**src/hw/rtl/wfb_pkg.sv**
```systemverilog
// ----------------------------------------------------------------------------
// Wake-up frame builder package
// Shared payload types, operation codes and the CRC-8 byte update.
// ----------------------------------------------------------------------------
`default_nettype none

package wfb_pkg;

  // Operation codes carried in the op field.
  localparam logic [1:0] OP_WAKE    = 2'd0;
  localparam logic [1:0] OP_DATA    = 2'd1;
  localparam logic [1:0] OP_PAYLOAD = 2'd2;

  // Configuration register indexes.
  localparam logic [1:0] CFG_WAKE_TYPE = 2'd0;
  localparam logic [1:0] CFG_DATA_TYPE = 2'd1;
  localparam logic [1:0] CFG_ACK_REQ   = 2'd2;

  // CRC-8 generator polynomial x^8 + x^2 + x + 1.
  localparam logic [7:0] CRC_POLY = 8'h07;

  // Length byte of a wake frame: wake time plus CRC.
  localparam logic [7:0] WAKE_LEN = 8'd3;

  // Most plain bytes that one input item can queue.
  localparam int unsigned BURST_DEPTH = 6;

  // Input item fields.
  typedef struct packed {
    logic [1:0]  op;
    logic [9:0]  dest;
    logic [9:0]  src;
    logic        seq;
    logic        ack_req;
    logic [15:0] wake_ms;
    logic [7:0]  length;
    logic [7:0]  data_byte;
  } in_t;

  // Result item fields.
  typedef struct packed {
    logic [7:0] frame_byte;
    logic       last_byte;
    logic       error;
  } out_t;

  // Configuration registers.
  typedef struct packed {
    logic [2:0] wake_type_code;
    logic [2:0] data_type_code;
    logic [2:0] ack_request_code;
  } cfg_t;

  // What closes a burst after its plain bytes.
  typedef enum logic [1:0] {
    TAIL_NONE,
    TAIL_CRC,
    TAIL_ERR
  } tail_e;

  // Bytes produced by one input item, handed to the serializer.
  typedef struct packed {
    logic [BURST_DEPTH-1:0][7:0] bytes;
    logic [2:0]                  cnt;
    tail_e                       tail;
    logic                        crc_clear;
  } burst_t;

  // Folds one byte into the CRC, MSB first.
  function automatic logic [7:0] crc8_byte(input logic [7:0] crc, input logic [7:0] b);
    logic [7:0] c;
    c = crc ^ b;
    for (int i = 0; i < 8; i++) begin
      c = c[7] ? ((c << 1) ^ CRC_POLY) : (c << 1);
    end
    return c;
  endfunction

endpackage

`default_nettype wire

```
**src/hw/rtl/wfb_framer.sv**
```systemverilog
// ----------------------------------------------------------------------------
// Wake-up frame builder: framer
// Registers the input item, tracks the open data frame and turns each item
// into a burst of frame bytes for the serializer.
// ----------------------------------------------------------------------------
`default_nettype none

module wfb_framer #(
  parameter int unsigned MAX_FRAME_LEN = 64
) (
  input  wire logic          clk_i,
  input  wire logic          rst_ni,
  input  wire logic          in_valid_i,
  output logic               in_ready_o,
  input  wire wfb_pkg::in_t  in_data_i,
  input  wire wfb_pkg::cfg_t cfg_i,
  input  wire logic          free_i,
  output logic               load_o,
  output wfb_pkg::burst_t    burst_o
);

  localparam logic [7:0] MaxLen = 8'(MAX_FRAME_LEN);

  logic         in_valid_q;
  wfb_pkg::in_t in_q;
  logic         open_q, open_d;
  logic [7:0]   left_q, left_d;

  logic [2:0]   flags;
  logic [7:0]   len_eff;
  logic [7:0]   left_dec;
  logic [7:0]   hdr0, hdr1, hdr2;

  // The held item moves on when the serializer can take its burst.
  assign load_o     = in_valid_q && free_i;
  assign in_ready_o = !in_valid_q || free_i;

  // Input register.
  always_ff @(posedge clk_i or negedge rst_ni) begin
    if (!rst_ni) begin
      in_valid_q <= 1'b0;
    end else if (in_ready_o) begin
      in_valid_q <= in_valid_i;
    end
  end

  always_ff @(posedge clk_i) begin
    if (in_ready_o && in_valid_i) begin
      in_q <= in_data_i;
    end
  end

  // Header fields.
  always_comb begin
    if (in_q.op == wfb_pkg::OP_WAKE) begin
      flags = cfg_i.wake_type_code;
    end else begin
      flags = cfg_i.data_type_code | (in_q.ack_req ? cfg_i.ack_request_code : 3'd0);
    end
    hdr0     = in_q.dest[9:2];
    hdr1     = {in_q.dest[1:0], in_q.src[9:4]};
    hdr2     = {in_q.src[3:0], flags, in_q.seq};
    len_eff  = (in_q.length == 8'd0) ? 8'd1 : in_q.length;
    left_dec = left_q - 8'd1;
  end

  // Burst build and frame state update.
  always_comb begin
    burst_o           = '0;
    burst_o.tail      = wfb_pkg::TAIL_NONE;
    open_d            = open_q;
    left_d            = left_q;
    case (in_q.op)
      wfb_pkg::OP_WAKE: begin
        burst_o.bytes[0]  = hdr0;
        burst_o.bytes[1]  = hdr1;
        burst_o.bytes[2]  = hdr2;
        burst_o.bytes[3]  = wfb_pkg::WAKE_LEN;
        burst_o.bytes[4]  = in_q.wake_ms[15:8];
        burst_o.bytes[5]  = in_q.wake_ms[7:0];
        burst_o.cnt       = 3'd6;
        burst_o.tail      = wfb_pkg::TAIL_CRC;
        burst_o.crc_clear = 1'b1;
        open_d            = 1'b0;
        left_d            = 8'd0;
      end
      wfb_pkg::OP_DATA: begin
        burst_o.crc_clear = 1'b1;
        if (in_q.length > MaxLen) begin
          burst_o.tail = wfb_pkg::TAIL_ERR;
          open_d       = 1'b0;
          left_d       = 8'd0;
        end else begin
          burst_o.bytes[0] = hdr0;
          burst_o.bytes[1] = hdr1;
          burst_o.bytes[2] = hdr2;
          burst_o.bytes[3] = len_eff;
          burst_o.cnt      = 3'd4;
          // An ack frame carries its CRC right after the length byte.
          if (len_eff == 8'd1) begin
            burst_o.tail = wfb_pkg::TAIL_CRC;
            open_d       = 1'b0;
            left_d       = 8'd0;
          end else begin
            open_d = 1'b1;
            left_d = len_eff - 8'd1;
          end
        end
      end
      wfb_pkg::OP_PAYLOAD: begin
        // Payload without an open frame is flagged and leaves state alone.
        if (!open_q || left_q == 8'd0) begin
          burst_o.tail = wfb_pkg::TAIL_ERR;
        end else begin
          burst_o.bytes[0] = in_q.data_byte;
          burst_o.cnt      = 3'd1;
          left_d           = left_dec;
          if (left_dec == 8'd0) begin
            burst_o.tail = wfb_pkg::TAIL_CRC;
            open_d       = 1'b0;
          end
        end
      end
      default: begin
        // Unused op: no bytes, no state change.
      end
    endcase
  end

  // Frame state.
  always_ff @(posedge clk_i or negedge rst_ni) begin
    if (!rst_ni) begin
      open_q <= 1'b0;
      left_q <= 8'd0;
    end else if (load_o) begin
      open_q <= open_d;
      left_q <= left_d;
    end
  end

endmodule

`default_nettype wire

```
**src/hw/rtl/wakeup_frame_builder_crc8_core.sv**
```systemverilog
// Timing: an accepted item waits in the framer's input register, moves into the burst register
// when the serializer is free, and its first result beat is driven from there.
// Throughput: the output moves one beat per cycle while out_ready_i is high; an item's
// result beats are: wake 7, data header 4, 5 or 1 on error, payload 1 or 2, op 3 none.
// Input takes an item every cycle while results are single beats and the output is ready.
// Reset clears the frame state, the CRC and the queues, and loads the register defaults.
// ----------------------------------------------------------------------------
// Wake-up frame builder with CRC-8
// Turns header and payload items into a byte stream with CRC-8 (poly 0x07).
// ----------------------------------------------------------------------------
`default_nettype none

module wakeup_frame_builder_crc8_core #(
  parameter int unsigned MAX_FRAME_LEN = 64
) (
  input  wire logic          clk_i,
  input  wire logic          rst_ni,
  input  wire logic          in_valid_i,
  output logic               in_ready_o,
  input  wire wfb_pkg::in_t  in_data_i,
  output logic               out_valid_o,
  input  wire logic          out_ready_i,
  output wfb_pkg::out_t      out_data_o,
  input  wire logic          cfg_valid_i,
  output logic               cfg_ready_o,
  input  wire logic [1:0]    cfg_index_i,
  input  wire logic [2:0]    cfg_data_i
);

  wfb_pkg::cfg_t   cfg_q;
  wfb_pkg::burst_t burst, burst_q;
  logic            load, free;
  logic [2:0]      pos_q, total_q;
  logic [7:0]      crc_q, crc_d;
  logic            take, last_take, in_body;
  logic [7:0]      cur_byte;

  // Configuration registers, always writable.
  assign cfg_ready_o = 1'b1;

  always_ff @(posedge clk_i or negedge rst_ni) begin
    if (!rst_ni) begin
      cfg_q.wake_type_code   <= 3'd1;
      cfg_q.data_type_code   <= 3'd2;
      cfg_q.ack_request_code <= 3'd4;
    end else if (cfg_valid_i) begin
      case (cfg_index_i)
        wfb_pkg::CFG_WAKE_TYPE: cfg_q.wake_type_code   <= cfg_data_i;
        wfb_pkg::CFG_DATA_TYPE: cfg_q.data_type_code   <= cfg_data_i;
        wfb_pkg::CFG_ACK_REQ:   cfg_q.ack_request_code <= cfg_data_i;
        default: begin
        end
      endcase
    end
  end

  wfb_framer #(
    .MAX_FRAME_LEN(MAX_FRAME_LEN)
  ) u_framer (
    .clk_i      (clk_i),
    .rst_ni     (rst_ni),
    .in_valid_i (in_valid_i),
    .in_ready_o (in_ready_o),
    .in_data_i  (in_data_i),
    .cfg_i      (cfg_q),
    .free_i     (free),
    .load_o     (load),
    .burst_o    (burst)
  );

  // Serializer handshake.
  assign out_valid_o = (pos_q != total_q);
  assign take        = out_valid_o && out_ready_i;
  assign last_take   = take && ((pos_q + 3'd1) == total_q);
  assign free        = !out_valid_o || last_take;
  assign in_body     = (pos_q < burst_q.cnt);

  // Current beat: plain bytes first, then the closing CRC or error beat.
  always_comb begin
    cur_byte   = 8'd0;
    out_data_o = '0;
    if (in_body) begin
      cur_byte              = burst_q.bytes[pos_q];
      out_data_o.frame_byte = cur_byte;
    end else if (burst_q.tail == wfb_pkg::TAIL_CRC) begin
      out_data_o.frame_byte = crc_q;
      out_data_o.last_byte  = 1'b1;
    end else begin
      out_data_o.last_byte = 1'b1;
      out_data_o.error     = 1'b1;
    end
  end

  // Running CRC folds each plain byte as it leaves; a new frame starts at zero.
  always_comb begin
    crc_d = crc_q;
    if (take) begin
      if (in_body) begin
        crc_d = wfb_pkg::crc8_byte(crc_q, cur_byte);
      end else if (burst_q.tail == wfb_pkg::TAIL_CRC) begin
        crc_d = 8'd0;
      end
    end
    if (load && burst.crc_clear) begin
      crc_d = 8'd0;
    end
  end

  // Burst register and beat position.
  always_ff @(posedge clk_i or negedge rst_ni) begin
    if (!rst_ni) begin
      pos_q   <= 3'd0;
      total_q <= 3'd0;
      crc_q   <= 8'd0;
      burst_q <= '0;
    end else begin
      crc_q <= crc_d;
      if (load) begin
        pos_q   <= 3'd0;
        total_q <= burst.cnt + ((burst.tail != wfb_pkg::TAIL_NONE) ? 3'd1 : 3'd0);
        burst_q <= burst;
      end else if (take) begin
        pos_q <= pos_q + 3'd1;
      end
    end
  end

endmodule

`default_nettype wire

```
**config.mk**
```make
export PLATFORM = sky130hd
export DESIGN_NAME = wakeup_frame_builder_crc8_core
export DESIGN_NICKNAME = d
export VERILOG_FILES = /design/src/hw/rtl/wfb_pkg.sv /design/src/hw/rtl/wfb_framer.sv /design/src/hw/rtl/wakeup_frame_builder_crc8_core.sv
export SDC_FILE = /design/constraint.sdc
export NUM_CORES = 1
export LEC_CHECK = 0
export BUFFER_PORTS_ARGS = -buffer_cell sky130_fd_sc_hd__buf_2
export CAP_MARGIN = 20
export CORE_MARGIN = 1
export CORE_UTILIZATION = 58
export CTS_CLUSTER_SIZE = 16
export DETAILED_ROUTE_END_ITERATION = 16
export GPL_TIMING_DRIVEN = 1
export HOLD_SLACK_MARGIN = 0.15
export PLACE_DENSITY = 0.84
export SLEW_MARGIN = 0
export SYNTH_ARGS = -nofsm -noshare
export SYNTH_HDL_FRONTEND = slang
export SYNTH_SLANG_ARGS = --single-unit
export TNS_END_PERCENT = 5
```
**constraint.sdc**
```tcl
create_clock -name clk_i -period 4.5 [get_ports clk_i]
set_clock_uncertainty 0.1 [all_clocks]
set_input_delay 0.45 -clock clk_i [delete_from_list [all_inputs] [get_ports clk_i]]
set_output_delay 0.45 -clock clk_i [all_outputs]
set_load 0.05 [all_outputs]
```
==> flow_metrics.py, run 1 <==
metrics = {
    "synthesis": {
        "netlist_area_um2": 6530,
        "synth-main-ff-cell": "dfrtp_1",
        "yosysTopAreaCellShare": 0.318,
        "synth_top_cell_by_area": "dfrtp_1",
        "syn_inst": 564,
        "yosysUniqueCellTypes": 61,
        "yosysWarnings": 0,
        "ys_ff_latch": 142,
        "yosysSeqAreaShare": 0.588,
        "avgSynthCellArea_um2": 11.6,
        "synthTopCellsByArea": "dfrtp_1 32%, edfxtp_1 26%, nand2_1 5.6%, o21ai_0 4.0%, xnor2_1 3.4%",
        "synth_fp_nets": 642,
        "async_reset_ff_frac": 0.606,
        "synth_edf_count": 56,
    },
    "worst_setup_path": {
        "path_delay_family": "compound AO/OA/AOI/OAI gates",
        "start_kind": "register",
        "cp_slowest_stage_delay_ps": 660,
        "required_ps": 3950,
        "crit_type": "reg2out",
        "reg2reg_depth": 6,
        "critical_path_depth": 7,
        "arrival_ps": 3120,
        "cp_common_cell": "nand2_1",
        "crit_slowest_cell": "o21ai_1",
        "crit_path_start": "pos_q[2]",
        "rrSetupSlack_ps": 1200,
        "critPathMaxFanout": 14,
        "cp_num_buf_inv": 1,
        "endpoint_kind": "primary output",
        "r2r_start": "pos_q[2]",
        "path_cells": "ha_1, nand2_1, o21ai_1, and3_1, nand2_1, o21ai_0, buf_2",
    },
    "die": {
        "dieArea_um2": 11700,
        "rows": 38,
        "die_h_um": 108,
        "pin_count": 79,
        "die_w_um": 108,
        "start_util": 0.600,
        "core_area_um2": 10900,
    },
    "clock_tree": {
        "clk_pin_slew_ps": 60,
        "clockRootBuffer": "clkbuf_8",
        "clock_latency_ps": 540,
        "cts_tree": "yes",
        "cts_buffers": 17,
        "htree_levels": 4,
        "cts_sinks": 142,
        "ctsResizeCount": 0,
        "cts.path.max_buffers": 2,
    },
    "final_layout": {
        "nets": 779,
        "drive_above_1_share": 0.214,
        "utilization": 0.752,
        "num-fill-cells": 660,
        "antennaDiodeCount": 0,
        "syn2layout_area_growth_pct": 25.4,
    },
    "status": {
        "outcome": "finished, final reports clean",
    },
    "global_route": {
        "grt_usage": 0.286,
        "grt_pass1_vias": 5045,
        "grt_start_max_net_pins": 87,
        "grt_pass1_wl_mm": 24.7,
        "grt_antenna_before_repair": 0,
        "grt-ovfl-total": 0,
    },
    "power_and_ir_drop": {
        "irDropWorstVdd_uv": 503,
        "p_per_area_nw_per_um2": 704,
        "leakage_uw": 0.00352,
    },
    "sta": {
        "slew_viol_final": 0,
        "period_needed_ps": 3670,
        "rsz0062_at_grt": "no",
        "worst_pin_slew_ps": 1010,
        "totalNegativeSetupSlack_ps": 0,
        "finalWorstSetupSlack_ps": 830,
        "fmax_mhz": 272,
        "finalHoldViolCount": 0,
        "min_period_over_period": 0.816,
        "setup_viol": 0,
        "relSlewSlack": 0.329,
    },
    "placed_design": {
        "io_buffers": 77,
        "pre_cts_ws_ps": 1330,
        "dpl.hpwl_mm": 9.39,
        "gp_congestion": 0.893,
    },
    "worst_hold_path": {
        "min-delay-start": "out_ready_i",
        "whs_path_depth": 4,
        "hold_path_class": "in2reg",
    },
    "detailed_routing": {
        "drt_iter0_drc": 300,
        "dr_total_vias": 4903,
        "drc": 0,
        "vias_per_cell": 5.74,
        "wl_mm": 15.3,
        "ant_nets": 0,
        "wl_per_cell_um": 17.9,
        "drt_first_pass_iters": 5,
    },
    "flow_run": {
        "maxCapViolCount": 0,
    },
}
[cells in the mapped netlist (all sizes together) (7+ instances only)]
master  number
a21o        10
a21oi       14
a22o        13
a22oi       16
buf          7
clkbuf      19
dfrtp       83
edfxtp      56
ha          12
inv         13
mux2        18
mux4         8
nand2       98
nand3        9
nor2        28
nor3        10
o21ai       55
xnor2       26
xor2         7
[registers in the layout (all words and copies together), names as in the netlist]
| signal | count |
|---|---|
| u_framer.hdr1 | 8 |
| pos_q | 3 |
| burst_q | 53 |
| u_framer.left_q | 8 |
| crc_q | 8 |
| u_framer.hdr2 | 5 |
| u_framer.hdr0 | 8 |
| u_framer.in_valid_q | 1 |
| u_framer.open_q | 1 |
| cfg_q | 9 |
| total_q | 3 |
| u_framer.in_q | 35 |
[stage by stage]
step | std cells | power, µW | area (µm²) | hold WS, ps
after floorplan | 564 | 3860 | 6530 | 54.4
after global placement | 760 | 4280 | 7020 | 351
after detailed placement | 760 | 4390 | 7020 | 352
after CTS | 853 | 5720 | 8170 | 200
after global routing | 854 | 6100 | 8190 | 246
final | 854 | 5770 | 8190 | 228
[cell usage in the layout (no fill, tap or decap), types with 4 or more instances in the layout]
cell type      synthesis  routed
nand2b_1               4       4
xnor2_1               25      25
buf_4                  2       6
ha_1                  12      12
buf_2                  3      76
and2_1                 6       5
o31ai_1                5       5
nand3_1                9       9
dlygate4sd3_1          0      61
xor2_1                 7       7
a22oi_1               15      15
o22ai_1                4       4
edfxtp_1              56      56
o21ai_0               52      52
a22o_1                13      13
mux4_2                 6       6
mux2_2                18      18
a21o_1                10      10
nand3b_1               5       5
inv_1                 13      13
nor2_1                28      28
nand2_1               98      97
a21oi_1               13      13
nor3_1                 9       9
dfrtp_1               83      83
clkbuf_16              0      17
[worst register-to-register path, delay by kind of cell (launching register included)]
| kind | cells | cell delay [ps] |
|---|---|---|
| and+or+nand+nor | 2 | 1510 |
| AOI/OAI and AO/OA | 2 | 620 |
| DFF | 1 | 550 |
| xor gates and xnor gates | 2 | 460 |
[routing by layer]
layer	part of all wire	vias up	global-route usage
li1	-	2294	-
met5	0	-	0
met4	0.023	0	0.114
met3	0.043	29	0.0669
met1	0.41	2420	0.346
met2	0.52	160	0.496
[final timing paths]
path	endpoint
max in group asynchronous	total_q[2]
min in group asynchronous	burst_q[10]
worst min register to register	burst_q[26]
worst max-delay path	out_data_o[8]
worst min-delay path	pos_q[2]
worst max register to register	burst_q[18]
[where the power goes]
group / switching [µW] / total, µW / internal (µW) / leakage, µW
combinational: 1530 / 2390 / 860 / 0.00161
clock: 551 / 1280 / 729 / 0.000264
sequential: 276 / 2100 / 1830 / 0.00165
total: 2350 / 5770 / 3420 / 0.00352
[area by class of cell]
type / count / area, µm² / area share
repair buffers: 144 / 1060 / 0.129
flip-flops and latches: 142 / 3840 / 0.469
inverters: 14 / 52.6 / 0.00642
well taps: 140 / 175 / 0.0214
clock buffers: 21 / 460 / 0.0562
multi-input cells: 382 / 2520 / 0.308
clock inverters: 11 / 82.6 / 0.0101
[cell families (layout without fill, tap and decap cells)]
| kind of cell | after synthesis | after routing | share of synthesized area |
|---|---|---|---|
| AO/OA/AOI/OAI | 128 | 128 | 0.126 |
| XOR/XNOR | 34 | 34 | 0.0489 |
| adder cells (fa/ha/maj) | 12 | 12 | 0.0230 |
| buffers and inverters | 40 | 190 | 0.0261 |
| flip-flops | 142 | 142 | 0.588 |
| multiplexers | 27 | 27 | 0.0613 |
| other | 1 | 1 | 0.000574 |
| AND/OR/NAND/NOR | 180 | 180 | 0.126 |
[repair_timing]
action / in CTS / in global routing
endpoints found under the hold margin: 149 / 0
hold buffers: 61 / 0
buffers inserted: 0 / 0
No activity file was read; power rests on OpenSTA's default activity.
==> run 2, diff against run 1 <==
--- a/config.mk
+++ b/config.mk
@@ -5,15 +5,16 @@
 export SDC_FILE = /design/constraint.sdc
 export NUM_CORES = 1
 export LEC_CHECK = 0
+export ABC_AREA = 1
 export BUFFER_PORTS_ARGS = -buffer_cell sky130_fd_sc_hd__buf_2
 export CAP_MARGIN = 20
 export CORE_MARGIN = 1
-export CORE_UTILIZATION = 58
+export CORE_UTILIZATION = 53
 export CTS_CLUSTER_SIZE = 16
 export DETAILED_ROUTE_END_ITERATION = 16
 export GPL_TIMING_DRIVEN = 1
 export HOLD_SLACK_MARGIN = 0.15
-export PLACE_DENSITY = 0.84
+export PLACE_DENSITY = 0.8
 export SLEW_MARGIN = 0
 export SYNTH_ARGS = -nofsm -noshare
 export SYNTH_HDL_FRONTEND = slang
==> constraint.sdc (replaced) <==
create_clock -name clk_i -period 2.94 [get_ports clk_i]
set_clock_uncertainty 0.1 [all_clocks]
set_input_delay 0.294 -clock clk_i [delete_from_list [all_inputs] [get_ports clk_i]]
set_output_delay 0.294 -clock clk_i [all_outputs]
set_load 0.05 [all_outputs]
==> run 2 against run 1 <==
Sequential cell count unchanged. Worst hold slack got worse by 46 ps. Combinational power is 120% higher. Synthesized cell count rose by 32%. Worst setup slack lost 680 ps. Sequential power rose by 55%. Critical endpoint is now out_data_o[6]. Largest power group unchanged.
==> flow_metrics.py, run 2 <==
metrics = {
    "synthesis": {
        "synthSimpleGateAreaFrac": 0.205,
        "synthTopCellsByArea": "dfrtp_1 30%, edfxtp_1 25%, nand2_1 12%, o21ai_0 6.2%, nand3_1 4.4%",
        "avgSynthCellArea_um2": 9.16,
        "synth-main-ff-cell": "dfrtp_1",
        "synth_fp_nets": 822,
        "syn_inst": 744,
        "synth_top_cell_by_area": "dfrtp_1",
        "yosysSeqAreaShare": 0.563,
        "synth_top_cells_by_count": "210 x nand2_1, 84 x o21ai_0, 83 x dfrtp_1",
        "yosysWarnings": 0,
        "yosysUniqueCellTypes": 40,
        "netlist_area_um2": 6820,
        "synth_xor_area_frac": 0.0307,
        "ys_ff_latch": 142,
        "synth_edf_count": 56,
        "yosysTopAreaCellShare": 0.305,
        "synth_compound_area_frac": 0.114,
        "synth_most_common_cell": "nand2_1",
        "synth.mux.area_fraction": 0,
        "yosys.area_share.adder": 0.0220,
        "synth_top_family_by_area": "simple AND/OR/NAND/NOR gates",
        "async_reset_ff_frac": 0.606,
    },
    "detailed_routing": {
        "ant_nets": 0,
        "drc": 0,
        "wl_mm": 15.9,
        "dr_total_vias": 5602,
        "wl_per_cell_um": 14.9,
        "vias_per_cell": 5.24,
        "drt_first_pass_iters": 5,
        "drt_iter0_drc": 411,
    },
    "global_route": {
        "grt_antenna_before_repair": 0,
        "grt_pass1_vias": 5646,
        "grt_start_max_net_pins": 57,
        "grt_pass1_wl_mm": 26.7,
        "grt-ovfl-total": 0,
        "grt_usage": 0.266,
    },
    "die": {
        "pin_count": 79,
        "die_h_um": 115,
        "dieArea_um2": 13300,
        "die_w_um": 115,
        "rows": 41,
        "core_area_um2": 12600,
        "start_util": 0.542,
    },
    "worst_setup_path": {
        "crit_type": "reg2out",
        "arrival_ps": 2400,
        "endpoint_kind": "primary output",
        "critPathMaxFanout": 15,
        "required_ps": 2550,
        "start_kind": "register",
    },
    "sta": {
        "fmax_mhz": 358,
        "finalHoldViolCount": 0,
        "slew_viol_final": 0,
        "setup_viol": 0,
        "rsz0062_at_grt": "no",
        "totalNegativeSetupSlack_ps": 0,
        "relSlewSlack": 0.623,
        "worst_pin_slew_ps": 565,
        "min_period_over_period": 0.950,
        "period_needed_ps": 2790,
    },
    "final_layout": {
        "syn2layout_area_growth_pct": 25.8,
        "reg_top3": "burst_q: 53 flops, u_framer.in_q: 35 flops, cfg_q: 9 flops",
        "mostFrequentLayoutCell": "nand2_1",
        "final_cells": 1070,
        "drive_above_1_share": 0.157,
        "nets": 963,
        "num-fill-cells": 967,
        "layout_common_cells": "210 x nand2_1, 84 x o21ai_0, 82 x dfrtp_1, 76 x buf_2, 66 x inv_1",
        "antennaDiodeCount": 0,
        "largest_reg_flops": 53,
        "largest_register": "burst_q",
        "seq_area_um2": 3840,
        "multi_input_area_um2": 2550,
        "design_area_um2": 8570,
        "utilization": 0.682,
    },
    "clock_tree": {
        "cts_tree": "yes",
        "post_cts_buffers": 0,
        "cts_sinks": 142,
        "cts_buffers": 17,
        "clock_latency_ps": 420,
        "clk_pin_slew_ps": 60,
        "htree_levels": 4,
        "clockRootBuffer": "clkbuf_16",
        "cts.path.max_buffers": 2,
    },
    "power_and_ir_drop": {
        "finalPower_uw": 10500,
        "p_per_area_nw_per_um2": 1230,
        "irDropWorstVdd_uv": 597,
        "leakage_uw": 0.00387,
    },
    "placed_design": {
        "gp_congestion": 0.859,
        "dpl.hpwl_mm": 10.2,
        "dpl-instance-area_um2": 7390,
        "io_buffers": 77,
        "dp.cells": 977,
    },
    "status": {
        "outcome": "finished, final reports clean",
    },
    "flow_run": {
        "maxCapViolCount": 0,
    },
    "worst_hold_path": {
        "hold_path_class": "in2reg",
    },
}
[run 2: changes by cell type after synthesis, moves of 9 or more]
cell      change
mux2_2       -18
a21o_1       -10
inv_1        +53
buf_2         +9
clkbuf_1     -10
nand3_1      +51
nand4_1       +9
o21ai_0      +32
xor2_1       +11
a22o_1       -13
nand2_1     +112
xnor2_1      -21
[run 2: through the flow]
stage	hold WS, ps	setup slack (ps)
3_3_place_gp	225	370
4_1_cts	166	102
5_1_grt	212	11.8
3_5_place_dp	222	259
6_report	183	146
2_1_floorplan	-102	141
[run 2: worst paths after layout]
check | slack, ps | cells past startpoint | from | end
worst min-delay path | 180 | 3 | cfg_valid_i | cfg_q[2]
worst max register to register | 240 | 12 | pos_q[1] | total_q[2]
max in group asynchronous | 1750 | 3 | rst_ni | cfg_q[6]
worst min register to register | 380 | 2 | burst_q[42] | burst_q[42]
min in group asynchronous | 310 | 2 | rst_ni | cfg_q[0]
worst max-delay path | 150 | 8 | pos_q[1] | out_data_o[6]
[run 2: critical path: stages (launching register included)]
cell     delay [ps]
dfrtp_1         600
ha_1            320
nand2_1          60
inv_1            60
a21oi_4         120
buf_4           210
nand3_1         200
o31ai_1         110
buf_2           300
[run 2: layout make-up]
type | count | share of cell area
clock inverters | 11 | 0.0136
inverters | 74 | 0.0330
well taps | 172 | 0.0251
multi-input cells | 500 | 0.298
clock buffers | 21 | 0.0525
repair buffers | 150 | 0.130
flip-flops and latches | 142 | 0.448
[run 2: power by group]
group	internal [µW]	switching [µW]	total [µW]
logic	1520	3670	5200
clock network	1260	798	2060
registers	2860	402	3260
total	5650	4870	10500
[run 2: routing by layer]
metal | vias to the layer above | track usage | wire length [µm]
met5 | - | 0 | 0
met1 | 2630 | 0.344 | 6900
met2 | 170 | 0.432 | 7720
li1 | 2766 | - | -
met3 | 36 | 0.0511 | 847
met4 | 0 | 0.130 | 478
[run 2: logic make-up (layout without fill, tap and decap cells)]
family          count (synthesis)  after routing
simple gates                  326            326
flops                         142            142
xor+xnor                       23             23
compound gates                138            138
fa+ha+maj                      12             12
buf+inv                       102            256
other cells                     1              1
[run 2: repair_timing]
action / in CTS / in global routing
hold buffers: 61 / 0
resized for setup: 0 / 2
endpoints found under the setup margin: 0 / 4
hold endpoints to repair: 107 / 0
==> run 3, diff against run 2 <==
--- a/config.mk
+++ b/config.mk
@@ -7,7 +7,6 @@
 export LEC_CHECK = 0
 export ABC_AREA = 1
 export BUFFER_PORTS_ARGS = -buffer_cell sky130_fd_sc_hd__buf_2
-export CAP_MARGIN = 20
 export CORE_MARGIN = 1
 export CORE_UTILIZATION = 53
 export CTS_CLUSTER_SIZE = 16
@@ -18,5 +17,6 @@
 export SLEW_MARGIN = 0
 export SYNTH_ARGS = -nofsm -noshare
 export SYNTH_HDL_FRONTEND = slang
+export SYNTH_HIERARCHICAL = 1
 export SYNTH_SLANG_ARGS = --single-unit
 export TNS_END_PERCENT = 5
==> run 3 against run 2 <==
Sequential share of layout area shrank 3.2 points. Count of clock-buffer cells in the layout down 2. Sequential power about the same. Combinational power increased by 16%. Total power up 10%.
==> flow_metrics.py, run 3 <==
metrics = {
    "status": {
        "outcome": "finished, final reports clean",
    },
    "final_layout": {
        "seq_area_um2": 3840,
        "drive_above_1_share": 0.175,
        "utilization": 0.690,
        "multi_input_area_um2": 3000,
        "layout_common_cells": "342 x nand2_1, 91 x inv_1, 82 x dfrtp_1, 73 x buf_2, 62 x dlygate4sd3_1",
        "reg_top3": "burst_q: 53 flops, u_framer/in_q: 35 flops, cfg_q: 9 flops",
        "mostFrequentLayoutCell": "nand2_1",
        "nets": 1098,
        "antennaDiodeCount": 0,
        "largest_register": "burst_q",
        "num-fill-cells": 977,
        "syn2layout_area_growth_pct": 25.3,
        "largest_reg_flops": 53,
    },
    "worst_setup_path": {
        "rrSetupSlack_ps": 230,
        "start_kind": "register",
        "crit_type": "reg2out",
        "reg2reg_depth": 13,
        "endpoint_kind": "primary output",
        "required_ps": 2550,
        "critPathMaxFanout": 18,
        "r2r_start": "u_framer/in_q[10]",
        "arrival_ps": 2500,
        "r2r_end": "total_q[2]",
    },
    "sta": {
        "fmax_mhz": 345,
        "worst_pin_slew_ps": 495,
        "relSlewSlack": 0.667,
        "totalNegativeSetupSlack_ps": 0,
        "period_needed_ps": 2900,
        "min_period_over_period": 0.986,
        "finalHoldViolCount": 0,
        "slew_viol_final": 0,
        "rsz0062_at_grt": "no",
        "setup_viol": 0,
    },
    "detailed_routing": {
        "wl_mm": 17.8,
        "drt_first_pass_iters": 5,
        "ant_nets": 0,
        "wl_per_cell_um": 14.8,
        "drc": 0,
        "dr_total_vias": 6262,
        "vias_per_cell": 5.19,
        "drt_iter0_drc": 558,
    },
    "synthesis": {
        "netlist_area_um2": 7370,
        "async_reset_ff_frac": 0.606,
        "synth_top_cell_by_area": "dfrtp_1",
        "yosysSeqAreaShare": 0.520,
        "yosysUniqueCellTypes": 43,
        "yosysWarnings": 6,
        "synth_edf_count": 56,
        "syn_inst": 875,
        "avgSynthCellArea_um2": 8.43,
        "ys_ff_latch": 142,
        "synth_top_cells_by_count": "342 x nand2_1, 92 x inv_1, 83 x dfrtp_1",
        "synth_fp_nets": 955,
        "synth-main-ff-cell": "dfrtp_1",
        "synth_most_common_cell": "nand2_1",
        "yosysTopAreaCellShare": 0.282,
        "synthTopCellsByArea": "dfrtp_1 28%, edfxtp_1 23%, nand2_1 17%, inv_1 4.7%, nand3_1 3.3%",
    },
    "die": {
        "die_h_um": 120,
        "die_w_um": 120,
        "rows": 42,
        "dieArea_um2": 14400,
        "pin_count": 79,
        "core_area_um2": 13400,
        "start_util": 0.550,
    },
    "power_and_ir_drop": {
        "seq_power_share": 0.280,
        "pwr-share-comb": 0.520,
        "switchingPower_uw": 5460,
        "switching_share": 0.472,
        "leakage_uw": 0.00458,
        "irDropWorstVdd_uv": 656,
        "power.share.clock": 0.199,
        "intPower_uw": 6110,
        "p_per_area_nw_per_um2": 1250,
    },
    "clock_tree": {
        "clock_latency_ps": 430,
        "clockRootBuffer": "clkbuf_16",
        "clk_pin_slew_ps": 60,
        "cts_sinks": 142,
        "cts_buffers": 17,
        "htree_levels": 4,
        "cts.path.max_buffers": 2,
        "cts_tree": "yes",
    },
    "placed_design": {
        "dpl.hpwl_mm": 10.6,
        "gp_congestion": 0.869,
        "io_buffers": 77,
    },
    "global_route": {
        "use_met2": 0.431,
        "grt_usage": 0.267,
        "use_met1": 0.343,
        "grt-ovfl-total": 0,
        "grt_start_max_net_pins": 73,
        "grt_antenna_before_repair": 0,
        "grt_pass1_wl_mm": 29.6,
        "grt_pass1_vias": 6113,
        "grt_busiest_layer": "met2",
        "met3_usage": 0.0475,
    },
    "worst_hold_path": {
        "hold_end": "cfg_q[2]",
        "min-delay-start": "cfg_valid_i",
        "hold_path_class": "in2reg",
        "whs_path_depth": 3,
    },
    "flow_run": {
        "maxCapViolCount": 0,
    },
}
run 3: changes by cell type in the layout (fill, tap and decap cells not counted), sizes merged, moves of 3 or more:
cell and delta:
nand2 +138, o21ai -34, inv +28, nor2 +14, a22oi -11, xor2 -8, a21oi +7, a31oi -5
nand3 -5, a211oi +4, o31ai -3
run 3: kinds of logic (layout without fill, tap and decap cells):
kind of cell | after synthesis | in the layout | synth area share
flip-flops | 142 | 142 | 0.520
AND/OR/NAND/NOR | 473 | 473 | 0.277
other | 2 | 2 | 0.00102
XOR/XNOR | 16 | 16 | 0.0200
AO/OA/AOI/OAI | 96 | 96 | 0.0767
adder cells (fa/ha/maj) | 14 | 14 | 0.0238
buffers and inverters | 132 | 288 | 0.0811
run 3: critical path, cell delays in order (launching register included):
cell     delay (ps)
dfrtp_1         510
buf_4           230
inv_4           160
o21ai_0         130
o21ai_0         430
nand3_2         220
o31ai_1         110
buf_2           300
run 3: what timing repair did:
action / in CTS / in global routing
hold buffers: 62 / 0
gates resized for setup: 0 / 6
hold endpoints to repair: 154 / 0
endpoints found under the setup margin: 8 / 9
buffers inserted: 2 / 0
run 3: area by class of cell:
type                       count  area share
clock buffer                  19      0.0479
sequential                   142       0.415
clock inverter                13      0.0200
multi-input combinational    601       0.324
timing repair buffer         153       0.125
tap                          176      0.0238
inverter                     103      0.0433
run 3: power by group through the flow:
stage	clock network, µW	logic, µW	registers [µW]
after floorplan	0	4570	3150
after global placement	0	5520	3230
after detailed placement	0	5660	3250
after CTS	2310	5900	3220
after global routing	2400	6670	3310
final	2310	6020	3240
run 3: how the worst max path moves through the flow:
stage | start | depth (start not counted) | slack, ps | endpoint
floorplan | pos_q[0] | 8 | 8 | u_framer/hdr0[0]
global placement | u_framer/in_q[10] | 13 | 330 | total_q[2]
detailed placement | u_framer/in_q[10] | 13 | 220 | total_q[2]
CTS | pos_q[1] | 7 | 70 | out_data_o[7]
global route | pos_q[1] | 7 | 4 | out_data_o[6]
finish | pos_q[1] | 7 | 40 | out_data_o[7]
run 3: layer usage:
metal | vias to the layer above | routed length, µm
met5 | - | 0
met4 | 0 | 688
met3 | 49 | 982
met2 | 240 | 8570
met1 | 2903 | 7570
li1 | 3070 | -
run 3: through the flow:
step / setup slack [ps] / hold slack, ps / total power, µW / area (µm²) / instances
after floorplan: 7.59 / -102 / 7720 / 7430 / 875
after global placement: 334 / 68.5 / 8750 / 7960 / 1111
after detailed placement: 222 / 72.7 / 8910 / 7960 / 1111
after CTS: 73.6 / 152 / 11400 / 9230 / 1207
after global routing: 4.10 / 206 / 12400 / 9240 / 1207
final: 41.6 / 168 / 11600 / 9240 / 1207
